<file path="config.mk">
export PLATFORM = sky130hd
export DESIGN_NAME = sorted_timer_queue_unit
export DESIGN_NICKNAME = d
export VERILOG_FILES = /design/src/sv/stq_pkg.sv /design/src/sv/sorted_timer_queue_unit.sv /design/src/sv/stq_cell.sv
export SDC_FILE = /design/constraint.sdc
export NUM_CORES = 2
export LEC_CHECK = 0
export BUFFER_PORTS_ARGS = -buffer_cell sky130_fd_sc_hd__clkbuf_2
export CAP_MARGIN = 20
export CORE_MARGIN = 8
export CORE_UTILIZATION = 55
export CTS_BUF_LIST = sky130_fd_sc_hd__clkbuf_8
export DETAILED_ROUTE_END_ITERATION = 16
export GPL_TIMING_DRIVEN = 0
export PLACE_DENSITY = 0.71
export SYNTH_ARGS = -nofsm -noshare
export SYNTH_HDL_FRONTEND = slang
export SYNTH_HIERARCHICAL = 1
export SYNTH_SLANG_ARGS = --single-unit
</file>
<file path="constraint.sdc">
create_clock -name clk -period 7.9 [get_ports clk]
set_clock_uncertainty 0.2 [all_clocks]
set_input_delay 1.185 -clock clk [delete_from_list [all_inputs] [get_ports clk]]
set_output_delay 1.185 -clock clk [all_outputs]
set_load 0.02 [all_outputs]
</file>
<file path="src/sv/stq_pkg.sv">
`timescale 1ns / 1ps
package stq_pkg;

	localparam int SLOTS     = 16;
	localparam int SLOT_BITS = 4;
	localparam int TIME_BITS = 32;
	localparam int DELTA_BITS = 24;
	localparam int MAX_OUT   = 16;
	localparam int CNT_BITS  = 5;

	typedef enum logic [1:0] {
		OP_TICK  = 2'd0,
		OP_START = 2'd1,
		OP_STOP  = 2'd2,
		OP_READ  = 2'd3
	} opcode_t;

	typedef enum logic [1:0] {
		CMD_HOLD,
		CMD_REMOVE,
		CMD_INSERT
	} cell_cmd_t;

	// one queue entry held by a cell
	typedef struct packed {
		logic                 valid;
		logic [SLOT_BITS-1:0] slot;
		logic [TIME_BITS-1:0] trig;
	} entry_t;

	// broadcast control to every cell
	typedef struct packed {
		cell_cmd_t            cmd;
		logic [SLOT_BITS-1:0] key_slot;
		entry_t               ins;
	} cell_ctl_t;

	typedef enum logic [2:0] {
		ST_IDLE,
		ST_POP,
		ST_REINS,
		ST_FLUSH,
		ST_REMOVE,
		ST_INSERT,
		ST_READ
	} state_t;

endpackage

</file>
<file path="src/sv/sorted_timer_queue_unit.sv">
`timescale 1ns / 1ps
// Sorted timer queue unit.
// Input channel (in_valid/in_stall) carries one command beat: opcode, slot,
// delta, repeat_req. Output channel (out_valid/out_stall) carries result
// beats: kind, fired_slot, time_value, last.
// Armed slots live in a row of cells sorted by trigger time; each cell
// shifts left or right one place per cycle on remove or insert.
// Steps per command: start removes any old entry, then inserts; stop
// only removes; read goes to the output register. Tick advances time,
// removes each due slot in turn, re-inserting a repeating one, then a
// head check finds nothing due and the held beat goes out.
// A command is taken only while the unit is idle; in_stall is high
// otherwise. Results pass through one output register, so the last beat
// of a command may still wait while the next command is accepted.
// Each fired beat is held one step so that last can be set on the final one.
// A stalled receiver freezes the tick sequence until the register frees.
// Reset clears time, all slots and the queue, and drops a command in
// progress and any result beat in the output register.
module sorted_timer_queue_unit (
	input  logic        clk,
	input  logic        arst_n,
	input  logic        in_valid,
	output logic        in_stall,
	input  logic [1:0]  opcode,
	input  logic [3:0]  slot,
	input  logic [23:0] delta,
	input  logic        repeat_req,
	output logic        out_valid,
	input  logic        out_stall,
	output logic        kind,
	output logic [3:0]  fired_slot,
	output logic [31:0] time_value,
	output logic        last
);

	localparam int S  = stq_pkg::SLOTS;
	localparam int SB = stq_pkg::SLOT_BITS;
	localparam int TB = stq_pkg::TIME_BITS;

	stq_pkg::state_t state_q, state_d;
	stq_pkg::opcode_t op_q;
	logic [SB-1:0]    slot_q;
	logic [stq_pkg::DELTA_BITS-1:0] delta_q;
	logic             rep_q;
	logic [TB-1:0]    now_q;
	logic [S-1:0]     fired_q;
	logic [stq_pkg::CNT_BITS-1:0] cnt_q;
	logic             pend_valid_q;
	logic [SB-1:0]    pend_slot_q;
	logic [TB-1:0]    rtrig_q;
	logic [S-1:0]     armed_q;
	logic [S-1:0]     rep_arr_q;
	logic [stq_pkg::DELTA_BITS-1:0] per_q [S];

	logic             out_valid_q, kind_q, last_q;
	logic [SB-1:0]    out_slot_q;
	logic [31:0]      out_time_q;

	stq_pkg::cell_ctl_t ctl;
	stq_pkg::entry_t    ents [S];
	logic [S-1:0]       keep, match;

	// cell row
	genvar gi;
	generate
		for (gi = 0; gi < S; gi++) begin : g_cell
			stq_pkg::entry_t lft, rgt;
			if (gi == 0) begin : g_first
				assign lft = '0;
			end else begin : g_mid
				assign lft = ents[gi-1];
			end
			if (gi == S - 1) begin : g_last
				assign rgt = '0;
			end else begin : g_body
				assign rgt = ents[gi+1];
			end
			stq_cell u_cell (
				.clk      (clk),
				.arst_n   (arst_n),
				.ctl      (ctl),
				.left     (lft),
				.right    (rgt),
				.keep_in  ((gi == 0) ? 1'b1 : keep[(gi == 0) ? 0 : gi-1]),
				.match_in ((gi == 0) ? 1'b0 : match[(gi == 0) ? 0 : gi-1]),
				.ent      (ents[gi]),
				.keep_out (keep[gi]),
				.match_out(match[gi])
			);
		end
	endgenerate

	// sequencer decisions
	stq_pkg::entry_t head;
	logic out_free, head_due, accept;
	logic push, push_kind, push_last, pop, pop_rep;
	logic [SB-1:0] push_slot;

	assign head     = ents[0];
	assign out_free = !out_valid_q || !out_stall;
	assign head_due = head.valid && !fired_q[head.slot] && (head.trig <= now_q)
		&& (cnt_q < stq_pkg::CNT_BITS'(stq_pkg::MAX_OUT));
	assign accept   = in_valid && !in_stall;
	assign in_stall = (state_q != stq_pkg::ST_IDLE);

	always_comb begin
		state_d   = state_q;
		ctl.cmd   = stq_pkg::CMD_HOLD;
		ctl.key_slot = slot_q;
		ctl.ins.valid = 1'b1;
		ctl.ins.slot  = slot_q;
		ctl.ins.trig  = now_q + TB'(delta_q);
		push      = 1'b0;
		push_kind = 1'b0;
		push_last = 1'b0;
		push_slot = pend_slot_q;
		pop       = 1'b0;
		pop_rep   = rep_arr_q[head.slot];
		case (state_q)
			stq_pkg::ST_IDLE: begin
				if (accept) begin
					case (stq_pkg::opcode_t'(opcode))
						stq_pkg::OP_TICK:  state_d = stq_pkg::ST_POP;
						stq_pkg::OP_READ:  state_d = stq_pkg::ST_READ;
						default:           state_d = stq_pkg::ST_REMOVE;
					endcase
				end
			end
			stq_pkg::ST_POP: begin
				ctl.key_slot = head.slot;
				if (head_due) begin
					if (!pend_valid_q || out_free) begin
						push = pend_valid_q;
						pop  = 1'b1;
						ctl.cmd = stq_pkg::CMD_REMOVE;
						if (pop_rep) state_d = stq_pkg::ST_REINS;
					end
				end else begin
					state_d = stq_pkg::ST_FLUSH;
				end
			end
			stq_pkg::ST_REINS: begin
				ctl.cmd      = stq_pkg::CMD_INSERT;
				ctl.ins.slot = pend_slot_q;
				ctl.ins.trig = rtrig_q;
				state_d      = stq_pkg::ST_POP;
			end
			stq_pkg::ST_FLUSH: begin
				if (!pend_valid_q) begin
					state_d = stq_pkg::ST_IDLE;
				end else if (out_free) begin
					push      = 1'b1;
					push_last = 1'b1;
					state_d   = stq_pkg::ST_IDLE;
				end
			end
			stq_pkg::ST_REMOVE: begin
				ctl.cmd = stq_pkg::CMD_REMOVE;
				state_d = (op_q == stq_pkg::OP_START) ? stq_pkg::ST_INSERT : stq_pkg::ST_IDLE;
			end
			stq_pkg::ST_INSERT: begin
				ctl.cmd = stq_pkg::CMD_INSERT;
				state_d = stq_pkg::ST_IDLE;
			end
			stq_pkg::ST_READ: begin
				if (out_free) begin
					push      = 1'b1;
					push_kind = 1'b1;
					push_last = 1'b1;
					push_slot = '0;
					state_d   = stq_pkg::ST_IDLE;
				end
			end
			default: state_d = stq_pkg::ST_IDLE;
		endcase
	end

	// control and slot settings
	always_ff @(posedge clk or negedge arst_n) begin
		if (!arst_n) begin
			state_q      <= stq_pkg::ST_IDLE;
			op_q         <= stq_pkg::OP_TICK;
			slot_q       <= '0;
			delta_q      <= '0;
			rep_q        <= 1'b0;
			now_q        <= '0;
			fired_q      <= '0;
			cnt_q        <= '0;
			pend_valid_q <= 1'b0;
			pend_slot_q  <= '0;
			rtrig_q      <= '0;
			armed_q      <= '0;
			rep_arr_q    <= '0;
			out_valid_q  <= 1'b0;
			for (int i = 0; i < S; i++) per_q[i] <= '0;
		end else begin
			state_q <= state_d;
			if (accept) begin
				op_q    <= stq_pkg::opcode_t'(opcode);
				slot_q  <= slot;
				delta_q <= delta;
				rep_q   <= repeat_req;
				if (stq_pkg::opcode_t'(opcode) == stq_pkg::OP_TICK) begin
					now_q   <= now_q + TB'(1);
					fired_q <= '0;
					cnt_q   <= '0;
				end
			end
			if (pop) begin
				fired_q[head.slot] <= 1'b1;
				cnt_q        <= cnt_q + stq_pkg::CNT_BITS'(1);
				pend_valid_q <= 1'b1;
				pend_slot_q  <= head.slot;
				rtrig_q      <= head.trig + TB'(per_q[head.slot]);
				if (!pop_rep) armed_q[head.slot] <= 1'b0;
			end else if (state_q == stq_pkg::ST_FLUSH && push) begin
				pend_valid_q <= 1'b0;
			end
			if (state_q == stq_pkg::ST_REMOVE && op_q == stq_pkg::OP_STOP)
				armed_q[slot_q] <= 1'b0;
			if (state_q == stq_pkg::ST_INSERT) begin
				armed_q[slot_q]   <= 1'b1;
				rep_arr_q[slot_q] <= rep_q;
				per_q[slot_q]     <= delta_q;
			end
			// output register
			if (push) out_valid_q <= 1'b1;
			else if (!out_stall) out_valid_q <= 1'b0;
		end
	end

	// output payload
	always_ff @(posedge clk) begin
		if (push) begin
			kind_q     <= push_kind;
			out_slot_q <= push_slot;
			out_time_q <= now_q[31:0];
			last_q     <= push_last;
		end
	end

	assign out_valid  = out_valid_q;
	assign kind       = kind_q;
	assign fired_slot = out_slot_q;
	assign time_value = out_time_q;
	assign last       = last_q;

	// checks
	a_fired_count: assert property (@(posedge clk) disable iff (!arst_n)
		(state_q != stq_pkg::ST_IDLE) |-> ($countones(fired_q) == 32'(cnt_q)))
		else $error("fired mask and count disagree");
	a_pend_count: assert property (@(posedge clk) disable iff (!arst_n)
		pend_valid_q |-> (cnt_q != '0))
		else $error("held beat without fired slot");
	a_head_sorted: assert property (@(posedge clk) disable iff (!arst_n)
		(ents[0].valid && ents[1].valid) |-> (ents[0].trig <= ents[1].trig))
		else $error("queue head out of order");

endmodule

</file>
<file path="src/sv/stq_cell.sv">
`timescale 1ns / 1ps
module stq_cell (
	input  logic              clk,
	input  logic              arst_n,
	input  stq_pkg::cell_ctl_t ctl,
	input  stq_pkg::entry_t   left,
	input  stq_pkg::entry_t   right,
	input  logic              keep_in,
	input  logic              match_in,
	output stq_pkg::entry_t   ent,
	output logic              keep_out,
	output logic              match_out
);

	stq_pkg::entry_t ent_q;

	// chain terms: keep is a prefix of entries not later than the new one,
	// match marks the removed entry and everything behind it
	assign keep_out  = ent_q.valid && (ent_q.trig <= ctl.ins.trig);
	assign match_out = match_in || (ent_q.valid && (ent_q.slot == ctl.key_slot));
	assign ent       = ent_q;

	always_ff @(posedge clk or negedge arst_n) begin
		if (!arst_n) begin
			ent_q.valid <= 1'b0;
			ent_q.slot  <= '0;
			ent_q.trig  <= '0;
		end else begin
			case (ctl.cmd)
				stq_pkg::CMD_REMOVE: begin
					if (match_out) ent_q <= right;
				end
				stq_pkg::CMD_INSERT: begin
					if (!keep_out) begin
						if (keep_in) ent_q <= ctl.ins;
						else ent_q <= left;
					end
				end
				default: ;
			endcase
		end
	end

endmodule

</file>
# == Word-level counts from Yosys, hierarchy flattened ==
# Cells that the tools add are included.
# classes
n_eq_ne,62
magnitude_cmp,25
div,0
shift,0
bitwise,3
n_addsub,4
mux,113
n_reduce_logical,89
multipliers,0
# op_table
operator,count
37-bit two-way mux,47
37-bit case mux with 2 select lines,16
32-bit <= comparator,17
384-bit bitwise mux,1
24-bit binary-select mux with 4-bit select,1
24-bit demux with 4-bit select,1
24-bit two-way mux,3
32-bit by 24-bit adder with 32-bit output,2
4-bit == test,16
3-bit AND reduction,17
16-bit two-way mux,3
1-bit logical AND,40
36-bit two-way mux,1
"2-bit by 1-bit inequality test with 1-bit output, second input constant",17
"2-bit inequality test, second input constant",17
"32-bit by 1-bit adder with 32-bit output, second input constant",1
3-bit two-way mux,7
3-bit case mux with 6 select lines,1
1-bit logical OR,17
1-bit two-way mux,17
16-bit bitwise mux,1
16-bit bitwise OR,1
5-bit two-way mux,3
4-bit two-way mux,3
26 further kinds,46
# word_totals
inputBits,35
wordCells,377
memories,0
latch_bits,0
romBits,0
out_inout_bits,40
mem_bits_rw,0
register_bits,1155

# == Longest topological paths before layout ==
# depth
word_depth,21
ltp_mapped,27
ltp_nobuf,26

# == By module ==
# The synthesis kept the hierarchy.
# by_module_without_submodules
module,n_inst,cells_per_inst,seq_area_each_um2,area_per_inst_um2
stq_cell at g_cell[0].u_cell ...,13,329,925.9,3042.9
sorted_timer_queue_unit,1,2101,14278.7,27975.6
stq_cell at g_cell[7].u_cell ...,3,334,925.9,3051.7

# == Worst setup path after synthesis ==
# OpenSTA, ideal clock, no wires.
# synth_path
path_kind,reg2reg
startpoint,reg delta_q[1] (netlist name)
endpoint,reg g_cell[1].u_cell.ent_q (netlist bit g_cell[1].u_cell/ent[19])
path_slack_ps,641
t_arrival_ps,6931
path_stages_with_launch,25
required_time_ps,7573
setup_ps,127
synth_period_minus_slack_ps,7259
n_path_buf,2
path_cell_list,dfrtp_1 > clkinv_1 > fa_1 > nand2b_1 > a21oi_1 > o21ai_0 > a21oi_1 > o21ai_0 > nand2b_1 > a21o_1 > a211oi_1 > o31ai_1 > inv_1 > ha_1 > nand4_1 > nor2_1 > a221o_1 > o31a_1 > o21ai_0 > and2_1 > clkbuf_1 > buf_1 > mux2i_1 > o21ai_0 > mux2_1
# synth_lines
element,line,text
"start, declared",sorted_timer_queue_unit.sv:43,logic [stq_pkg::DELTA_BITS-1:0] delta_q;
"start signal, assigned",sorted_timer_queue_unit.sv:201,delta_q <= delta;
"end signal, assigned",stq_cell.sv:31,if (match_out) ent_q <= right;
"end signal, assigned",stq_cell.sv:35,if (keep_in) ent_q <= ctl.ins;
"end signal, assigned",stq_cell.sv:36,else ent_q <= left;
"end, declared",stq_cell.sv:15,stq_pkg::entry_t ent_q;

==> run metrics <==
r2r setup slk=0.17 ns; Die Y=389 um; clk_lat worst skew=1.00 ns; core footprint=139000 um2; vias in the first global route=61900; Die X=389 um; Std-Cell Rows=137; Hold Crit Class=in2async; status=completed; RSZ-0062 raised after global routing=no; fin crit share=97.8%; endpoints failing setup=0; clk slew on worst S/H paths=0.06 ns; worst endpoint data arrival time=8.32 ns; cell total after placement=9483; cell count after synthesis=7379; Final Hold Vio Count=0; root buf cell=clkbuf_8; RR Startpoint=g_cell[0].u_cell/ent[35]; busiest grt layer=met2; leakage power=0.0409 uW; share of cells above drive strength 1=22.2%; Slew Limit Fails=0; Setup WS post-layout=0.174 ns; Fmax achieved=129 MHz; CP max stage cell=dfrtp_1; Power Density=456 nW/um2; Netlist Area Pre-Place=76700 um2; IO Pins=75; Worst Setup SP=g_cell[0].u_cell/ent[35]; most frequent CP cell=a21o_1; maxcap violations=0; Initial Util=55.2%; setup tns final=0 ns; met1 Track Usage GR=40.8%; Worst setup EP type=flop; CP startpoint kind=flop; H-tree depth=4; CP max FO=16; antenna violations before repair=1; Post-route DRC=0; Setup crit end=g_cell[15].u_cell/ent[8]; Area Growth Syn to Fin=12.4%; DR iter-0 viols=5711; M3 GR Usage=5.47%; CP max stage delay=0.61 ns; nets@finish=8440; Yosys warning count=6; WL final=236000 um; M2 GR Usage=48.1%; post-DR vias/cell=6.19; die area=152000 um2; VDD IR max=0.337 mV; Post-Place Worst Slack=-0.848 ns; drt pass-1 iters=6; FF-to-FF End=g_cell[15].u_cell/ent[8]; required time worst endpoint=8.50 ns; Slew headroom=20.1%; first-pass GRT wire length=363000 um; DP HPWL=179000 um; clock sinks=1155; Port Buf Inserts=74; GRT overflow=0; non-filler cells, final=9860; Least-Margin Pin Slew=1.19 ns; detailed-route via count=61000; Clock Path Buffers=3; CP Class=reg2reg; Period minus WS final=7.73 ns; # fillers=11100; Reg2Reg Depth=25; largest net degree at the start of global routing=112; CTS tree=done; RePlAce Congestion=0.944; Syn Area/Cell=10.4 um2; Post-DRT Antenna Nets=0; TritonCTS Buffers=204; total track usage=30.4%; wire per inst=23.9 um
## critical path, delay by kind of cell, from the launching register on
kind | cells | cell delay (ns)
AO/OA/AOI/OAI | 17 | 4.15
XOR/XNOR | 1 | 0.20
flip-flops | 1 | 0.61
buffers and inverters | 3 | 1.21
multiplexers | 2 | 0.96
AND/OR/NAND/NOR | 2 | 0.20
## registers in the layout, indices dropped and copies added, names as in the netlist
name               count
now_q                 32
op_q                   2
g_cell.u_cell/ent    592
out_valid              1
rtrig_q               32
delta_q               24
kind                   1
rep_q                  1
pend_valid_q           1
time_value            32
cnt_q                  5
last                   1
fired_q               16
state_q                3
per_q                384
fired_slot             4
slot_q                 4
pend_slot_q            4
rep_arr_q             16
## how the worst min path moves through the flow
stage,startpoint,to,slack (ns),cells past startpoint
after CTS,arst_n,g_cell[15].u_cell/ent[21],0.08,2
after global routing,arst_n,g_cell[15].u_cell/ent[31],0.12,2
after detailed placement,now_q[31],time_value[31],0.25,0
after global placement,per_q[265],per_q[265],0.26,2
after floorplan,now_q[24],time_value[24],0.22,0
final,arst_n,g_cell[15].u_cell/ent[31],0.13,2
## through the flow
| stage | hold WS (ns) | power [uW] | area, um2 | utilization (%) |
|---|---|---|---|---|
| floorplan | 0.223 | 24600 | 77000 | - |
| global placement | 0.257 | 31400 | 79700 | 57.4 |
| detailed placement | 0.254 | 32600 | 81500 | 58.6 |
| CTS | 0.0759 | 38800 | 86000 | 61.9 |
| global route | 0.115 | 41900 | 86200 | 62.0 |
| finish | 0.126 | 39300 | 86200 | 62.0 |
## routing by layer
| metal | routed length (um) | vias to the layer above |
|---|---|---|
| met1 | 99400 | 30600 |
| met3 | 17200 | 631 |
| met5 | 46 | - |
| met4 | 11000 | 2 |
| li1 | - | 27400 |
| met2 | 108000 | 2508 |
## power by group
part / internal (uW) / leakage (uW) / switching [uW]
clock network: 3190 / 0.00256 / 2810
logic: 9330 / 0.0231 / 13600
registers: 7890 / 0.0152 / 2460
## cell usage in the layout, fill, tap and decap left out, types with 103 or more instances in the layout
master / instances
nand4_1: 117
mux2i_1: 610
clkbuf_8: 258
a21oi_1: 300
nor2_1: 126
nand2_1: 827
clkbuf_2: 103
ha_1: 594
o21ai_0: 716
clkbuf_1: 195
mux2_2: 951
dfrtp_1: 1117
inv_1: 638
mux4_2: 129
## final cells by class
cell class                      instances  area (um2)  share of cell area [%]
Sequential cell                      1155       29100                    33.8
Tap cell                             1876        2350                    2.72
Buffer                                350        1780                    2.07
Inverter                              567        2130                    2.47
Clock inverter                        122         946                    1.10
Multi-Input combinational cell       5387       44500                    51.7
Clock buffer                          257        3540                    4.10
Timing Repair Buffer                  144        1790                    2.07
Antenna cell                            2        5.00                 0.00581
## timing repair
item,4_1_cts,5_1_grt
resized for setup,41,44
buffers inserted,2,3
hold buffers,0,0
pin swaps,1,2
endpoints found under the setup margin,454,473
No activity file was read; power rests on OpenSTA's default activity.
